**src/hw/rtl/ifhc_pkg.sv**
```systemverilog
// ----------------------------------------------------------------------------
// Image frame header checker package
// Shared constants, status codes and transaction types.
// ----------------------------------------------------------------------------
package ifhc_pkg;

   // Header layout
   localparam int HEADER_LEN  = 32;
   localparam int INDEX_W     = $clog2(HEADER_LEN);
   // Bytes 24..31 are never reported, so only the first 24 are kept
   localparam int STORE_LEN   = 24;

   localparam int POS_MAGIC     = 0;
   localparam int POS_VERSION   = 4;
   localparam int POS_FORMAT    = 5;
   localparam int POS_FLAGS     = 6;
   localparam int POS_FRAME_NUM = 8;
   localparam int POS_WIDTH     = 12;
   localparam int POS_HEIGHT    = 14;
   localparam int POS_PAYLOAD   = 16;
   localparam int POS_CHECKSUM  = 20;

   localparam logic [7:0] MAGIC_0 = 8'h49;  // 'I'
   localparam logic [7:0] MAGIC_1 = 8'h52;  // 'R'
   localparam logic [7:0] MAGIC_2 = 8'h44;  // 'D'
   localparam logic [7:0] MAGIC_3 = 8'h54;  // 'T'

   // Status codes
   localparam int STATUS_W = 3;
   localparam logic [STATUS_W-1:0] STATUS_OK        = 3'd0;
   localparam logic [STATUS_W-1:0] STATUS_MAGIC     = 3'd1;
   localparam logic [STATUS_W-1:0] STATUS_VERSION   = 3'd2;
   localparam logic [STATUS_W-1:0] STATUS_FORMAT    = 3'd3;
   localparam logic [STATUS_W-1:0] STATUS_ZERO_SIZE = 3'd4;
   localparam logic [STATUS_W-1:0] STATUS_MISMATCH  = 3'd5;
   localparam logic [STATUS_W-1:0] STATUS_TOO_LARGE = 3'd6;

   // Configuration registers
   localparam int CSR_INDEX_W = 2;
   localparam int CSR_DATA_W  = 32;
   localparam logic [CSR_INDEX_W-1:0] CSR_EXPECTED_VERSION = 2'd0;
   localparam logic [CSR_INDEX_W-1:0] CSR_EXPECTED_FORMAT  = 2'd1;
   localparam logic [CSR_INDEX_W-1:0] CSR_MAX_PAYLOAD      = 2'd2;

   localparam logic [7:0]  RESET_EXPECTED_VERSION = 8'd1;
   localparam logic [7:0]  RESET_EXPECTED_FORMAT  = 8'd1;
   localparam logic [31:0] RESET_MAX_PAYLOAD      = 32'hFFFF_FFFF;

   typedef struct packed {
      logic [7:0] header_byte;
      logic       restart;
   } req_type;

   typedef struct packed {
      logic [STATUS_W-1:0] status;
      logic [15:0]         flags;
      logic [31:0]         frame_number;
      logic [15:0]         width;
      logic [15:0]         height;
      logic [31:0]         payload_len;
      logic [31:0]         checksum_word;
      logic [7:0]          version_seen;
      logic [7:0]          format_seen;
   } rsp_type;

endpackage

```
**src/hw/rtl/image_frame_header_checker_unit.sv**
```systemverilog
// ----------------------------------------------------------------------------
// Image frame header checker unit
// Collects a 32-byte little-endian frame header and reports its fields
// together with a validation status once the last byte has arrived.
// ----------------------------------------------------------------------------
//
//   Channel | Direction | Handshake            | Payload
//   --------+-----------+----------------------+-----------------------------
//   req     | in        | req_valid/req_ready  | req_type: header byte, restart
//   rsp     | out       | rsp_valid/rsp_ready  | rsp_type: status and fields
//   csr     | in        | csr_write_en         | csr_index, csr_wdata
//
// One byte transaction is taken every cycle. A result transaction is presented
// once the transaction carrying the last header byte has been accepted into
// the input register and has then advanced from it into the result register.
// The width*height product is registered when byte 16 is processed, so the
// final check is a compare against a stored product, not a multiply.
// Reset clears the byte position and pipeline valids and presets the configuration.
// The input stalls only when the last byte waits behind an untaken result.
//
module image_frame_header_checker_unit
   import ifhc_pkg::*;
(
   input  logic                   clock,
   input  logic                   reset,

   input  logic                   req_valid,
   output logic                   req_ready,
   input  req_type                req_data,

   output logic                   rsp_valid,
   input  logic                   rsp_ready,
   output rsp_type                rsp_data,

   input  logic                   csr_write_en,
   input  logic [CSR_INDEX_W-1:0] csr_index,
   input  logic [CSR_DATA_W-1:0]  csr_wdata
);

   // Configuration registers
   logic [7:0]  expected_version_ff;
   logic [7:0]  expected_format_ff;
   logic [31:0] max_payload_ff;

   // Input register
   logic        in_valid_ff, in_valid_in;
   req_type     in_data_ff;

   // Header position and stored bytes
   logic [INDEX_W-1:0] byte_index_ff, byte_index_in;
   logic [7:0]         header_store_ff [STORE_LEN];
   logic [31:0]        product_ff;

   // Result register
   logic        rsp_valid_ff, rsp_valid_in;
   rsp_type     rsp_data_ff, rsp_data_in;

   logic               advance;
   logic               is_last;
   logic [INDEX_W-1:0] pos;
   logic [15:0]        hdr_width, hdr_height;
   logic [31:0]        hdr_payload;

   // ------------------------------------------------------------------
   // Configuration writes; indexes beyond the list are dropped
   // ------------------------------------------------------------------
   always_ff @(posedge clock) begin
      if (reset) begin
         expected_version_ff <= RESET_EXPECTED_VERSION;
         expected_format_ff  <= RESET_EXPECTED_FORMAT;
         max_payload_ff      <= RESET_MAX_PAYLOAD;
      end else if (csr_write_en) begin
         unique case (csr_index)
            CSR_EXPECTED_VERSION: expected_version_ff <= csr_wdata[7:0];
            CSR_EXPECTED_FORMAT:  expected_format_ff  <= csr_wdata[7:0];
            CSR_MAX_PAYLOAD:      max_payload_ff      <= csr_wdata[31:0];
            default: ;
         endcase
      end
   end

   // ------------------------------------------------------------------
   // Position of the byte in the input register
   // ------------------------------------------------------------------
   assign pos     = in_data_ff.restart ? '0 : byte_index_ff;
   assign is_last = (pos == INDEX_W'(HEADER_LEN - 1));

   // Advance the byte unless it is the last one and the result slot is busy
   assign advance = in_valid_ff && (!is_last || !rsp_valid_ff || rsp_ready);

   // Accept a new byte whenever the input register drains this cycle
   assign req_ready   = !in_valid_ff || advance;
   assign in_valid_in = (req_valid && req_ready) || (in_valid_ff && !advance);

   assign byte_index_in = advance ? (is_last ? '0 : pos + INDEX_W'(1)) : byte_index_ff;

   always_ff @(posedge clock) begin
      if (reset) begin
         in_valid_ff   <= 1'b0;
         byte_index_ff <= '0;
      end else begin
         in_valid_ff   <= in_valid_in;
         byte_index_ff <= byte_index_in;
      end
   end

   always_ff @(posedge clock) begin
      if (req_valid && req_ready) begin
         in_data_ff <= req_data;
      end
   end

   // ------------------------------------------------------------------
   // Header store: write the advancing byte at its position
   // ------------------------------------------------------------------
   always_ff @(posedge clock) begin
      for (int i = 0; i < STORE_LEN; i++) begin
         if (advance && (pos == INDEX_W'(i))) begin
            header_store_ff[i] <= in_data_ff.header_byte;
         end
      end
   end

   assign hdr_width   = {header_store_ff[POS_WIDTH + 1], header_store_ff[POS_WIDTH]};
   assign hdr_height  = {header_store_ff[POS_HEIGHT + 1], header_store_ff[POS_HEIGHT]};
   assign hdr_payload = {header_store_ff[POS_PAYLOAD + 3], header_store_ff[POS_PAYLOAD + 2],
                         header_store_ff[POS_PAYLOAD + 1], header_store_ff[POS_PAYLOAD]};

   // Width and height are complete once byte 15 is stored; latch the
   // product while byte 16 passes so the last byte only compares
   always_ff @(posedge clock) begin
      if (advance && (pos == INDEX_W'(POS_PAYLOAD))) begin
         product_ff <= 32'(hdr_width) * 32'(hdr_height);
      end
   end

   // ------------------------------------------------------------------
   // Decode fields and pick the first failing check
   // ------------------------------------------------------------------
   always_comb begin
      rsp_data_in.flags         = {header_store_ff[POS_FLAGS + 1], header_store_ff[POS_FLAGS]};
      rsp_data_in.frame_number  = {header_store_ff[POS_FRAME_NUM + 3],
                                   header_store_ff[POS_FRAME_NUM + 2],
                                   header_store_ff[POS_FRAME_NUM + 1],
                                   header_store_ff[POS_FRAME_NUM]};
      rsp_data_in.width         = hdr_width;
      rsp_data_in.height        = hdr_height;
      rsp_data_in.payload_len   = hdr_payload;
      rsp_data_in.checksum_word = {header_store_ff[POS_CHECKSUM + 3],
                                   header_store_ff[POS_CHECKSUM + 2],
                                   header_store_ff[POS_CHECKSUM + 1],
                                   header_store_ff[POS_CHECKSUM]};
      rsp_data_in.version_seen  = header_store_ff[POS_VERSION];
      rsp_data_in.format_seen   = header_store_ff[POS_FORMAT];

      priority if (header_store_ff[POS_MAGIC]     != MAGIC_0 ||
                   header_store_ff[POS_MAGIC + 1] != MAGIC_1 ||
                   header_store_ff[POS_MAGIC + 2] != MAGIC_2 ||
                   header_store_ff[POS_MAGIC + 3] != MAGIC_3) begin
         rsp_data_in.status = STATUS_MAGIC;
      end else if (header_store_ff[POS_VERSION] != expected_version_ff) begin
         rsp_data_in.status = STATUS_VERSION;
      end else if (header_store_ff[POS_FORMAT] != expected_format_ff) begin
         rsp_data_in.status = STATUS_FORMAT;
      end else if (hdr_width == '0 || hdr_height == '0) begin
         rsp_data_in.status = STATUS_ZERO_SIZE;
      end else if (hdr_payload != product_ff) begin
         rsp_data_in.status = STATUS_MISMATCH;
      end else if (hdr_payload > max_payload_ff) begin
         rsp_data_in.status = STATUS_TOO_LARGE;
      end else begin
         rsp_data_in.status = STATUS_OK;
      end
   end

   // ------------------------------------------------------------------
   // Result register: load on the last byte, hold until taken
   // ------------------------------------------------------------------
   assign rsp_valid_in = (advance && is_last) || (rsp_valid_ff && !rsp_ready);

   always_ff @(posedge clock) begin
      if (reset) begin
         rsp_valid_ff <= 1'b0;
      end else begin
         rsp_valid_ff <= rsp_valid_in;
      end
   end

   always_ff @(posedge clock) begin
      if (advance && is_last) begin
         rsp_data_ff <= rsp_data_in;
      end
   end

   assign rsp_valid = rsp_valid_ff;
   assign rsp_data  = rsp_data_ff;

`ifndef ASSERT_OFF
   // The last byte always returns the position to zero
   a_last_wraps: assert property (@(posedge clock) disable iff (reset)
      (advance && is_last) |=> (byte_index_ff == '0))
      else $error("byte position did not wrap after last byte");

   // A restart byte lands at position zero, so the next one is position one
   a_restart_pos: assert property (@(posedge clock) disable iff (reset)
      (advance && in_data_ff.restart) |=> (byte_index_ff == INDEX_W'(1)))
      else $error("restart did not realign byte position");

   // The input never stalls while the result slot is empty
   a_no_idle_stall: assert property (@(posedge clock) disable iff (reset)
      (in_valid_ff && !rsp_valid_ff) |-> advance)
      else $error("byte held with an empty result register");

   // An OK status implies a consistent and permitted payload size
   a_ok_consistent: assert property (@(posedge clock) disable iff (reset)
      (rsp_valid_ff && rsp_data_ff.status == STATUS_OK) |->
         (rsp_data_ff.payload_len ==
             32'(rsp_data_ff.width) * 32'(rsp_data_ff.height) &&
          rsp_data_ff.payload_len <= max_payload_ff))
      else $error("OK status with inconsistent payload size");
`endif

endmodule

```
**config.mk**
```make
export PLATFORM = sky130hd
export DESIGN_NAME = image_frame_header_checker_unit
export DESIGN_NICKNAME = d
export VERILOG_FILES = /design/src/hw/rtl/ifhc_pkg.sv /design/src/hw/rtl/image_frame_header_checker_unit.sv
export SDC_FILE = /design/constraint.sdc
export NUM_CORES = 1
export LEC_CHECK = 0
export BUFFER_PORTS_ARGS = -buffer_cell sky130_fd_sc_hd__buf_2
export CAP_MARGIN = 20
export CORE_MARGIN = 3
export CORE_UTILIZATION = 45
export CTS_CLUSTER_SIZE = 25
export DETAILED_ROUTE_END_ITERATION = 8
export GPL_TIMING_DRIVEN = 0
export SLEW_MARGIN = 20
export SYNTH_ARGS = -nofsm -noshare
export SYNTH_HDL_FRONTEND = slang
export SYNTH_SLANG_ARGS = --single-unit
```
**constraint.sdc**
```tcl
create_clock -name clock -period 8.7 [get_ports clock]
set_input_delay 0.87 -clock clock [delete_from_list [all_inputs] [get_ports clock]]
set_output_delay 0.87 -clock clock [all_outputs]
set_load 0.02 [all_outputs]
```
## Word-level counts from Yosys, hierarchy flattened

Memory sizes are Yosys's and may differ from the RTL's. A register that Yosys moved wholly into a read port is not among the register bits.
Cells that the tools add are included.

- Bits in registers: 179
- Memory bits (writable): 192
- Input port bits: 48
- Output and inout port bits: 165
- Word-level logic and storage cells: 251
- Memories: 1

Memory list:

| memory | depth | bits a word | read ports | clocked after Yosys merged registers in | write ports | RTL line | source |
|---|---|---|---|---|---|---|---|
| header_store_ff | 24 | 8 | 24 | 10 | 1 | image_frame_header_checker_unit.sv:51 | `logic [7:0] header_store_ff [STORE_LEN];` |

- Add/sub/neg operators: 1
- Multipliers: 1
- $lt $le $gt $ge: 1
- Eq/ne operators: 33
- Muxes and demuxes: 124
- Reduce and logical (&&, ||, !) cells: 74

Operators with widths:

| cell | number |
|---|---|
| $mux 8 | 23 |
| $reduce_or 8->1 | 23 |
| $mux 5 | 25 |
| $mux 1 | 71 |
| $eq 5x5->1 const B | 9 |
| $eq 5x4->1 const B | 8 |
| $gt 32x32->1 | 1 |
| $logic_not 16->1 | 2 |
| $mul 16x16->32 | 1 |
| $ne 32x32->1 | 1 |
| $ne 8x7->1 const B | 4 |
| $logic_and 1x1->1 | 29 |
| $eq 5x3->1 const B | 4 |
| $ne 8x8->1 | 2 |
| $eq 5x2->1 const B | 2 |
| $logic_or 1x1->1 | 9 |
| $mux 3 | 3 |
| $reduce_and 2->1 | 3 |
| $add 5x1->5 const B | 1 |
| $eq 5x1->1 const B | 1 |
| $logic_not 1->1 | 5 |
| $logic_not 5->1 | 1 |
| $mux 2 | 2 |
| $reduce_or 3->1 | 1 |
| other kinds (3) | 3 |

## Logic depth before layout (Yosys ltp)

Gate-level depths: netlist of run 1.

- Depth after elaboration: 33
- Gate-level depth with buffers: 22
- Gate-level depth less buffers: 20

## Worst setup path after synthesis of run 1

OpenSTA, ideal clock, no wires.

- Kind: register to register
- From: mem header_store_ff[14][7] (netlist: header_store_ff[7][7])
- To: reg product_ff[29], data pin
- Library setup time: 0.135 ns
- Data arrival time: 5.865 ns
- Data required time: 8.565 ns
- Setup slack: 2.700 ns
- Stages on the path, launching flop included: 23
- Buffers on the path: 2
- Period minus slack after synthesis: 6.000 ns
- Path through: edfxtp_1 clkbuf_1 clkbuf_1 nand2_1 fa_1 inv_1 fa_1 inv_1 fa_1 inv_1 fa_1 fa_1 inv_1 fa_1 inv_1 ha_1 a21oi_1 o21bai_1 a221oi_2 o22ai_2 a31o_4 or4_1 nand3_1

RTL lines:

| what | RTL line | source |
|---|---|---|
| from (decl) | image_frame_header_checker_unit.sv:51 |  |
| to (signal assigned) | image_frame_header_checker_unit.sv:133 | `product_ff <= 32'(hdr_width) * 32'(hdr_height);` |
| to (decl) | image_frame_header_checker_unit.sv:52 | `logic [31:0] product_ff;` |

==> results.md, run 1 <==
- Worst path slowest cell: fa_1
- Vias: ~15000
- CTS Sinks: 451
- Cell Area, Synth: between 20000 and 25000 um2
- Post-DP HPWL: between 40 and 50 mm
- Post-CTS Setup Bufs: 0
- DR DRC count: 0
- Wl on met1: roughly 23 mm
- Max-slew violations: 0
- Setup TNS Final: 0 ns
- Worst-Margin Slew: between 0.9 and 1 ns
- Post-synthesis sequential area ratio: a little over half
- Grt total ovfl: 0
- Area leader, netlist: edfxtp_1
- Register Area: about 13000 um2
- CP max FO: 10
- Slew margin rel.: 36.83%
- Clock Power Share: a little over two fifths
- Most frequent cell after synthesis: edfxtp_1
- Syn Area/Cell: ~13 um2
- Multi-input logic area: between 9000 and 10000 um2
- Status: finished clean
- Clock-pin transition on the worst setup and hold timing paths: 0.06 ns
- Final antenna-violating net count: 0
- Cts repair resizes: 0
- Die area: roughly 57000 um2
- DRT Pass-1 Iters: 5
- Maximum clock rate: 0.1415 GHz
- Clock tree root buffer cell: clkbuf_16
- Worst skew pair latency: approximately 0.55 ns
- Clk_skew: 0.02033 ns
- Max IR drop VDD: 0.0001697 V
- WS Path Type: reg2reg
- Initial antenna violation count: 0
- Port buffer count: ~210
- Count of boundary I/O pins: 213
- Post-DR wirelength/cell: just under 20 um
- Ys async rst share: 0%
- Via density: approximately 5.2
- GRT Overall Usage: a little under 20%
- Clk buf depth: 3
- Core ar.: 52870 um2
- Tcrit/Tclk final: 81.24%
- Final Util: approximately 53%
- Fraction of layout cells with a size suffix above 1: a little over an eighth
- Inserted Clock Buffers: 46
- Hold Slack: around 0.4 ns
- Yosys reg bits: 451
- Mapped Cells: 1840
- DR top layer: met4
- CP Cell Sequence: clkbuf_1 > clkbuf_1 > nand2_1 > fa_1 > inv_1 > fa_1 > inv_1 > fa_1 > inv_1 > fa_1 > fa_1 > inv_1 > fa_1 > inv_1 > ha_1 > a21oi_1 > o21bai_1 > a221oi_2 > o22ai_2 > a31o_4 > or4_1 > nand3_1
- Initial Util: a little under half
- Area contributors post-synth: edfxtp_1 49%, fa_1 16%, ha_1 7.4%
- Internal: 3.518 mW
- Final Setup Violations: 0
- Sw Pwr: ~0.86 mW
- First-pass GRT wire length: 84.91 mm
- Hold WC Path Type: reg2reg
- Fillers: 4552
- Die W: about 240 um
- Register share of total power: between 50% and 60%
- RSZ-0062 raised after global routing: no
- Post-synth top area share: approximately half
- Most common flop cell mapped by yosys: edfxtp_1
- Distinct cells, synth: 55
- Hold Fails Final Rpt: 0
- P per Cell Area: about 160 nW/um2
- WL met2: 28.61 mm
- Switch share: around a fifth
- CTS tree: built
- Hold-fix buffers, CTS: 0
- Most used cell, CP: fa_1
- Initial DRC Count: 1025
- Die span in y: 237.7 um
- Worst Path Buf+Inv: 7
- Gate power share: approximately 2.6%
- Startpoint Class: flop
- Delay-heaviest family, CP: adder cells
- Slowest stage delay, CP: approximately 0.57 ns
- Synth top cells by count: 396 x edfxtp_1, 275 x inv_1, 194 x fa_1, 175 x nand2_1, 142 x ha_1
- Synth-to-layout area growth: 15.14%
- Setup crit end kind: flop
- Ys Warns: 0
- Largest net degree at the start of global routing: 54
- FP Rows: 84
- Total power: 4.380 mW
- WL final: 55.81 mm
- Critical Path AT: about 7.5 ns
- Post-synth EDFFs: just under 400
- Non-filler cells, final: between 2000 and 3000
- Data required, critical path: about 9 ns
- Net Count, Synth: 2224
- Inst Count DP: 2749
- Final RePlAce weighted congestion: 0.9299
- Vias in the first global route: about 15000
- Maximum Capacitance Violations: 0
- Static leakage: 11.68 nW
- Final min period: between 7 and 8 ns
- CTS H-tree depth: 2
- Final nets: ~2500
- Met3 wire length: ~3.2 mm
==> power groups by stage <==
stage | Clock (mW) | Sequential (mW) | Combinational [mW]
6_report | 1.88 | 2.39 | 0.112
5_1_grt | 2.01 | 2.39 | 0.123
4_1_cts | 1.92 | 2.39 | 0.105
3_5_place_dp | 0 | 2.44 | 0.104
3_3_place_gp | 0 | 2.45 | 0.0778
2_1_floorplan | 0 | 2.42 | 0.0503
==> path summary, 6_finish.rpt <==
path	from	end	slack (ns)	depth (start not counted)
setup reg to reg	header_store_ff[7][7]	product_ff[29]	1.63	22
hold reg to reg	header_store_ff[4][15]	rsp_data[127]	0.40	0
hold / removal	header_store_ff[4][15]	rsp_data[127]	0.40	0
setup / recovery	header_store_ff[7][7]	product_ff[29]	1.63	22
==> state kept, by name, summed over array words and instances, names as in the netlist <==
register and flops:
header_store_ff 192, max_payload_ff 32, product_ff 32, rsp_valid 1, expected_version_ff 8, in_data_ff 9
rsp_data 163, expected_format_ff 8, byte_index_ff 5, in_valid_ff 1
==> metrics by stage <==
stage / worst slack, ns / cell area, um2
6_report: 1.632 / 27820
4_1_cts: 1.679 / 27780
3_5_place_dp: 1.700 / 26330
2_1_floorplan: 2.700 / 24170
3_3_place_gp: 1.026 / 26080
5_1_grt: 1.258 / 27820
==> cell usage in the layout (no fill, tap or decap), types with 17 or more instances in the layout <==
cell type / n
ha_1: 142
a21oi_1: 39
and2_1: 119
fa_1: 194
clkbuf_16: 46
nand2_1: 175
xnor2_1: 57
dfxtp_1: 55
nor2_1: 85
inv_1: 275
buf_2: 211
xor2_1: 17
edfxtp_1: 396
mux2i_1: 18
clkbuf_1: 63
a211o_1: 32
o21ai_0: 17
nand4_1: 23
a21o_1: 21
==> kinds of logic (layout without fill, tap and decap cells) <==
| kind of cell | count (synthesis) | after routing | synth area share (%) |
|---|---|---|---|
| simple gates | 481 | 481 | 9.848 |
| flops | 451 | 451 | 53.76 |
| fa+ha+maj | 336 | 336 | 23.42 |
| buf+inv | 329 | 636 | 5.110 |
| compound gates | 151 | 151 | 4.427 |
| xor+xnor | 74 | 74 | 2.682 |
| mux | 18 | 18 | 0.7456 |
| other cells | 0 | 1 | 0 |
==> metal layers <==
metal	global-route usage [%]	up-vias
li1	-	6727
met2	34.68	457
met4	5.365	0
met1	25.77	7486
met3	2.506	81
met5	0	-
==> area by class of cell <==
type,instances,area share [%]
multi-input combinational,1060,35.76
timing repair buffer,223,4.794
buffer,54,0.7285
tap,688,3.094
clock buffer,60,4.398
antenna,1,0.008994
inverter,275,3.710
sequential,451,46.69
clock inverter,24,0.8094
Note: power is estimated with default switching activity, not from simulation.
==> inputs of run 2 (changes only) <==
PLACE_DENSITY = 0.65   (was unset)
clock period = 6.1 ns   (was 8.7 ns; I/O delays follow)
==> run 2 against run 1 <==
Wire length rose by 6.8%. Final area rose by 3.0%. Non-clock buffer count increased by 64. Final cell count rose by 2.1%. Power is 41% higher. First-iteration DRC count shrank 3.7%. Setup slack got worse by 1.5 ns. Count of clock-buffer cells in the layout shrank 10. Largest cell class unchanged.
==> results.md, run 2 (synthesis results as in run 1) <==
- CTS Sinks: 451 (unchanged)
- CTS tree: built
- Switch share: 20.88% (+1.2 points)
- Commonest non-fill, non-tap cell in the layout: edfxtp_1
- Crit path capture: product_ff[29]
- Clock tree root buffer cell: clkbuf_16
- Largest Register: header_store_ff
- R2R Path Start: header_store_ff[7][4]
- Reg-to-reg endpoint: product_ff[29]
- Die area: 56520 um2 (unchanged)
- Clk buf depth: 3 (unchanged)
- Setup crit end kind: flop
- Multi-input logic area: 10200 um2 (+2.5%)
- Max-slew violations: 0 (unchanged)
- Initial antenna violation count: 0 (unchanged)
- Die span in y: 237.7 um (unchanged)
- Worst skew pair latency: 0.57 ns (+0.02 ns)
- Inserted Clock Buffers: 44 (-4.3%)
- Initial Util: 45.71% (unchanged)
- Post-DR wirelength/cell: 20.60 um (+4.7%)
- Grt total ovfl: 0 (unchanged)
- Inst Count DP: 2750 (+0.036%)
- Final antenna-violating net count: 0 (unchanged)
- Initial DRC Count: 987 (-3.7%)
- Hold WC Path Type: in2reg
- Clk_skew: 0.01828 ns (-0.002044 ns)
- WS Path Type: reg2reg
- Total power: 6.171 mW (+41%)
- Largest net degree at the start of global routing: 57 (+5.6%)
- Core ar.: 52870 um2 (unchanged)
- Setup slack, reg-to-reg: 0.12 ns (-1.51 ns)
- Via density: 5.267 (+1.3%)
- DRT Pass-1 Iters: 5 (unchanged)
- R2R cell count: 20 (-9.1%)
- Clock Power Share: 42.3% (-0.7 points)
- GRT Overall Usage: 20.82% (+1.2 points)
- Worst-Margin Slew: 1.012 ns (+0.06919 ns)
- FP Rows: 84 (unchanged)
- Die W: 237.7 um (unchanged)
- CTS H-tree depth: 2 (unchanged)
- CP max FO: 5 (-5)
- Fillers: 4378 (-3.8%)
- Register share of total power: 55.1% (+0.6 points)
- Slew margin rel.: 32.26% (-4.6 points)
- Internal: 4.882 mW (+39%)
- DR DRC count: 0 (unchanged)
- Maximum clock rate: 0.1672 GHz (+18%)
- Vias in the first global route: 15330 (+3.3%)
- Ant diodes: 0 (-1)
- Hold Fails Final Rpt: 0 (unchanged)
- Critical Path AT: 6.42 ns (-1.04 ns)
- Fraction of layout cells with a size suffix above 1: 20.07% (+6.4 points)
- Count of boundary I/O pins: 213 (unchanged)
- Vias: 15250 (+3.4%)
- Final Setup Violations: 0 (unchanged)
- Synth-to-layout area growth: 18.64%
- Status: finished clean
- Data required, critical path: 6.53 ns (-2.57 ns)
- Clock-pin transition on the worst setup and hold timing paths: 0.07 ns (about the same)
- P per Cell Area: 215.2 nW/um2 (+37%)
- Sw Pwr: 1.288 mW (+50%)
- Final min period: 5.982 ns (-1.085 ns)
- RSZ-0062 raised after global routing: yes
- Gate power share: 2.6% (about the same)
- First-pass GRT wire length: 89.38 mm (+5.3%)
- Non-filler cells, final: 2895 (+2.1%)
- Final nets: 2557 (+2.5%)
- Commonest cells after routing, fill and taps aside: 396 x edfxtp_1, 265 x inv_1, 213 x buf_2, 185 x fa_1, 173 x nand2_1
- Worst path slowest cell: fa_2
- Max reg flops: 192 (unchanged)
- Startpoint Class: flop
- Static leakage: 12.09 nW (+3.5%)
- Register Area: 12990 um2 (unchanged)
- Maximum Capacitance Violations: 0 (unchanged)
- Final RePlAce weighted congestion: 0.9106 (-2.1%)
- Max IR drop VDD: 0.0001678 V (-1.1%)
- Slowest stage delay, CP: 0.55 ns (-0.02 ns)
- WL final: 59.62 mm (+6.8%)
- Port buffer count: 211 (unchanged)
- CP Cell Sequence: buf_6 > and2_1 > fa_1 > inv_1 > fa_1 > fa_2 > inv_1 > fa_2 > fa_1 > inv_1 > fa_1 > inv_1 > ha_4 > a21oi_4 > o21bai_4 > a221oi_4 > o22ai_4 > a31o_4 > or4_4 > nand3_2
- CP startpoint: header_store_ff[7][4]
- Post-DP HPWL: 42.88 mm (+1.1%)
- Tcrit/Tclk final: 98.07% (+17 points)
-- run 2: cell types whose count changed in the layout (fill, tap and decap cells not counted), moves of 8 or more --
cell,previous run,this run
a21oi_1,39,30
buf_4,0,68
buf_6,0,12
clkbuf_1,63,21
clkbuf_4,0,8
fa_1,194,185
fa_2,0,9
ha_1,142,132
inv_1,275,265
inv_2,0,10
-- run 2: what timing repair did --
| action | CTS | global route |
|---|---|---|
| setup endpoints to repair | 16 | 10 |
| hold endpoints to repair | 0 | 0 |
| resized for setup | 58 | 106 |
| hold buffers | 0 | 0 |
| pin swaps | 2 | 26 |
| setup buffers | 39 | 31 |
-- run 2: power groups by stage --
stage / logic (mW) / clock network [mW] / registers [mW]
CTS: 0.154 / 2.66 / 3.40
detailed placement: 0.153 / 0 / 3.47
global route: 0.173 / 2.80 / 3.40
finish: 0.159 / 2.61 / 3.40
global placement: 0.110 / 0 / 3.49
floorplan: 0.0717 / 0 / 3.46
-- run 2: layer usage --
layer  vias up  global-route usage (%)  share of wire (%)
met4         0                   6.803                3.1
met1      7737                   26.70                 39
met3       110                   4.304                7.2
met2       551                   35.59                 50
li1       6851                       -                  -
met5         -                       0                  0
-- run 2: metrics by stage --
stage	setup TNS (ns)	cell area, um2	setup slack, ns	util (%)	hold slack, ns
after floorplan	0	24170	0.09998	-	0.4003
after global placement	-259.09	26080	-1.566	49.34	0.4027
after detailed placement	-7.665	26350	-0.7841	49.83	0.4045
after CTS	-0.02803	28150	-0.02803	53.24	0.2145
after global routing	-0.05641	28670	-0.02219	54.23	0.2122
final	0	28670	0.1178	54.23	0.2395
-- run 2: area by class of cell --
cell class | count | share of cell area [%]
repair buffers | 293 | 6.524
multi-input cells | 1060 | 35.58
flip-flops and latches | 451 | 45.32
clock inverters | 30 | 0.8684
plain buffers | 48 | 1.122
clock buffers | 50 | 3.993
inverters | 275 | 3.600
well taps | 688 | 3.002
-- run 2: worst max-delay path: cells and delay by family (launching register included) --
kind	cells	cell delay, ns
AOI/OAI and AO/OA	5	1.03
adders and majority gates	7	3.23
buffers and inverters	5	0.40
DFF	1	0.51
and+or+nand+nor	3	0.66
-- run 2: how the worst min path moves through the flow --
stage / start / to / slack, ns / cells past startpoint
4_1_cts: req_data[5] / in_data_ff[5] / 0.21 / 1
2_1_floorplan: header_store_ff[4][0] / rsp_data[112] / 0.40 / 0
6_report: req_data[5] / in_data_ff[5] / 0.24 / 1
5_1_grt: req_data[5] / in_data_ff[5] / 0.21 / 1
3_3_place_gp: header_store_ff[5][9] / rsp_data[137] / 0.40 / 0
3_5_place_dp: header_store_ff[4][3] / rsp_data[115] / 0.40 / 0
==> inputs of run 3 (changes only) <==
MAX_ROUTING_LAYER = met4   (was unset)
SLEW_MARGIN = unset   (was 20)
TNS_END_PERCENT = 10   (was unset)
==> run 3 against run 2 <==
Sequential share of layout area shrank 0.12 points. Via count shrank 0.36%. Register-to-register slack is essentially flat. Final cell count shrank 0.14%. Clock skew grew 0.0089 ns. Sequential power is essentially flat. Worst hold slack lost 0.016 ns. Power grew 3.8%. Combinational power is essentially flat. First-iteration DRC count grew 4.2%. Critical path type unchanged. Critical endpoint is now product_ff[31]. Highest routed layer unchanged.
==> results.md, run 3 (synthesis results as in run 1) <==
- Maximum clock rate: 0.1672 GHz (about the same)
- DRT Pass-1 Iters: 7 (+2)
- Count of boundary I/O pins: 213 (unchanged)
- Max reg flops: 192 (unchanged)
- Total power: 6.405 mW (+3.8%)
- Data required, critical path: 6.41 ns (-0.12 ns)
- Initial Util: 45.71% (unchanged)
- Final min period: 5.979 ns (-0.002795 ns)
- CTS tree: built
- RSZ-0062 raised after global routing: yes
- Largest net degree at the start of global routing: 73 (+28%)
- Maximum Capacitance Violations: 0 (unchanged)
- Status: finished clean
- R2R cell count: 21 (+5.0%)
- Crit path setup slack, layout: 0.1206 ns (+0.002795 ns)
- First-pass GRT wire length: 89.15 mm (-0.26%)
- CP Cell Sequence: buf_4 > and2_1 > fa_1 > inv_1 > fa_1 > inv_1 > fa_1 > fa_1 > fa_1 > inv_1 > fa_1 > inv_1 > ha_2 > inv_2 > nor3_4 > nand4_1 > o22ai_4 > a31o_4 > buf_4 > mux2i_1 > nor2_1
- Most used cell, CP: fa_1
- WHS Path Cells: 1 (unchanged)
- Setup crit end kind: flop
- WHS Endpoint: in_data_ff[6]
- WL final: 59.05 mm (-0.97%)
- Max-slew violations: 0 (unchanged)
- Final instance area: 28750 um2 (+0.27%)
- Worst skew pair latency: 0.59 ns (+0.02 ns)
- Final Util: 54.38% (+0.14 points)
- Cell Area, Placed: 26330 um2 (about the same)
- Launch point of the worst hold path: req_data[6]
- Max IR drop VDD: 0.0001780 V (+6.1%)
- Initial antenna violation count: 1 (+1)
- Die area: 56520 um2 (unchanged)
- DP Worst Slack: -0.9024 ns (-0.1183 ns)
- Post-DP HPWL: 42.86 mm (about the same)
- Clk_skew: 0.02721 ns (+0.008924 ns)
- Post-DR wirelength/cell: 20.42 um (-0.83%)
- WS Path Type: reg2reg
- Inserted Clock Buffers: 44 (unchanged)
- Startpoint Class: flop
- Inst Count DP: 2748 (-0.073%)
- Final RePlAce weighted congestion: 0.9291 (+2.0%)
- Final nets: 2550 (-0.27%)
- Final Setup Violations: 0 (unchanged)
- CTS H-tree depth: 2 (unchanged)
- Synth-to-layout area growth: 18.96%
- Grt total ovfl: 0 (unchanged)
- FP Rows: 84 (unchanged)
- Hold WC Path Type: in2reg
- Non-filler cells, final: 2891 (-0.14%)
- Fraction of layout cells with a size suffix above 1: 19.44% (-0.64 points)
- Vias: 15190 (-0.36%)
- CTS Sinks: 451 (unchanged)
- Reg-to-reg endpoint: product_ff[31]
- DR DRC count: 0 (unchanged)
- CP max FO: 8 (+3)
- Setup slack, reg-to-reg: 0.12 ns (about the same)
- Clk buf depth: 3 (unchanged)
- Critical Path AT: 6.29 ns (-0.13 ns)
- Commonest cells after routing, fill and taps aside: 396 x edfxtp_1, 270 x inv_1, 214 x buf_2, 191 x fa_1, 175 x nand2_1
- Die W: 237.7 um (unchanged)
- R2R Path Start: header_store_ff[6][14]
- Port buffer count: 211 (unchanged)
- Via density: 5.256 (-0.22%)
- Worst-Margin Slew: 0.9760 ns (-0.03635 ns)
- Vias in the first global route: 15120 (-1.3%)
- Clock tree root buffer cell: clkbuf_16
- P per Cell Area: 222.8 nW/um2 (+3.5%)
- Worst path slowest cell: fa_1
- Core ar.: 52870 um2 (unchanged)
- Die span in y: 237.7 um (unchanged)
- Commonest non-fill, non-tap cell in the layout: edfxtp_1
- GRT Overall Usage: 21.53% (+0.71 points)
- Largest Register: header_store_ff
- Initial DRC Count: 1028 (+4.2%)
- Clock-pin transition on the worst setup and hold timing paths: 0.07 ns (about the same)
- Hold Fails Final Rpt: 0 (unchanged)
- Slew margin rel.: 34.63% (+2.4 points)
- Static leakage: 12.16 nW (+0.53%)
- Slowest stage delay, CP: 0.54 ns (about the same)
- Final antenna-violating net count: 0 (unchanged)
- Tcrit/Tclk final: 98.02% (about the same)
[run 3: power by group]
group	leakage, nW	switching, mW	internal, mW
sequential	4.02	0.0321	3.37
clock	0.757	1.16	1.68
combinational	7.38	0.0944	0.0669
total	12.2	1.29	5.12
[run 3: what timing repair did]
action	CTS	global route
resized for setup	57	76
endpoints found under the hold margin	0	0
buffers inserted	44	19
hold buffers	0	0
pin swaps	3	23
setup endpoints to repair	17	10
[run 3: cell type report]
class | count | area (um2)
clock inverter | 25 | 330.3
antenna | 1 | 2.502
multi-input combinational | 1060 | 10170
buffer | 49 | 305.3
timing repair buffer | 285 | 1833
fill | 4324 | 24120
tap | 688 | 860.8
clock buffer | 57 | 1220
sequential | 451 | 12990
inverter | 275 | 1032
[run 3: stage by stage]
step / hold slack (ns) / TNS, ns
final: 0.2231 / 0
after global routing: 0.2117 / -0.1361
after CTS: 0.1983 / 0
after detailed placement: 0.4045 / -8.898
after global placement: 0.4013 / -264.99
after floorplan: 0.4003 / 0
[run 3: worst max-delay path by stage]
stage / start / end / slack [ns] / depth (start not counted)
final: header_store_ff[6][14] / product_ff[31] / 0.12 / 21
after global routing: header_store_ff[7][12] / product_ff[29] / -0.04 / 21
after CTS: header_store_ff[7][10] / product_ff[29] / 0.0007 / 20
after detailed placement: header_store_ff[7][7] / product_ff[29] / -0.90 / 22
after global placement: in_data_ff[0] / rsp_data[111] / -1.59 / 8
after floorplan: header_store_ff[7][7] / product_ff[29] / 0.1 / 22
[run 3: layer usage]
layer  global-route usage (%)  vias to the layer above  share of wire (%)
li1                         -                     6852                  -
met1                    27.71                     7740                 40
met2                    35.45                      505                 50
met3                    3.504                       97                6.8
met4                    6.434                        0                3.0
met5                        -                        -                  0
[run 3: critical path, delay by kind of cell (launching register included)]
kind	cells	cell delay, ns
buffers and inverters	7	0.60
adders and majority gates	7	3.37
AOI/OAI and AO/OA	2	0.42
and+or+nand+nor	4	0.72
muxes	1	0.16
DFF	1	0.46
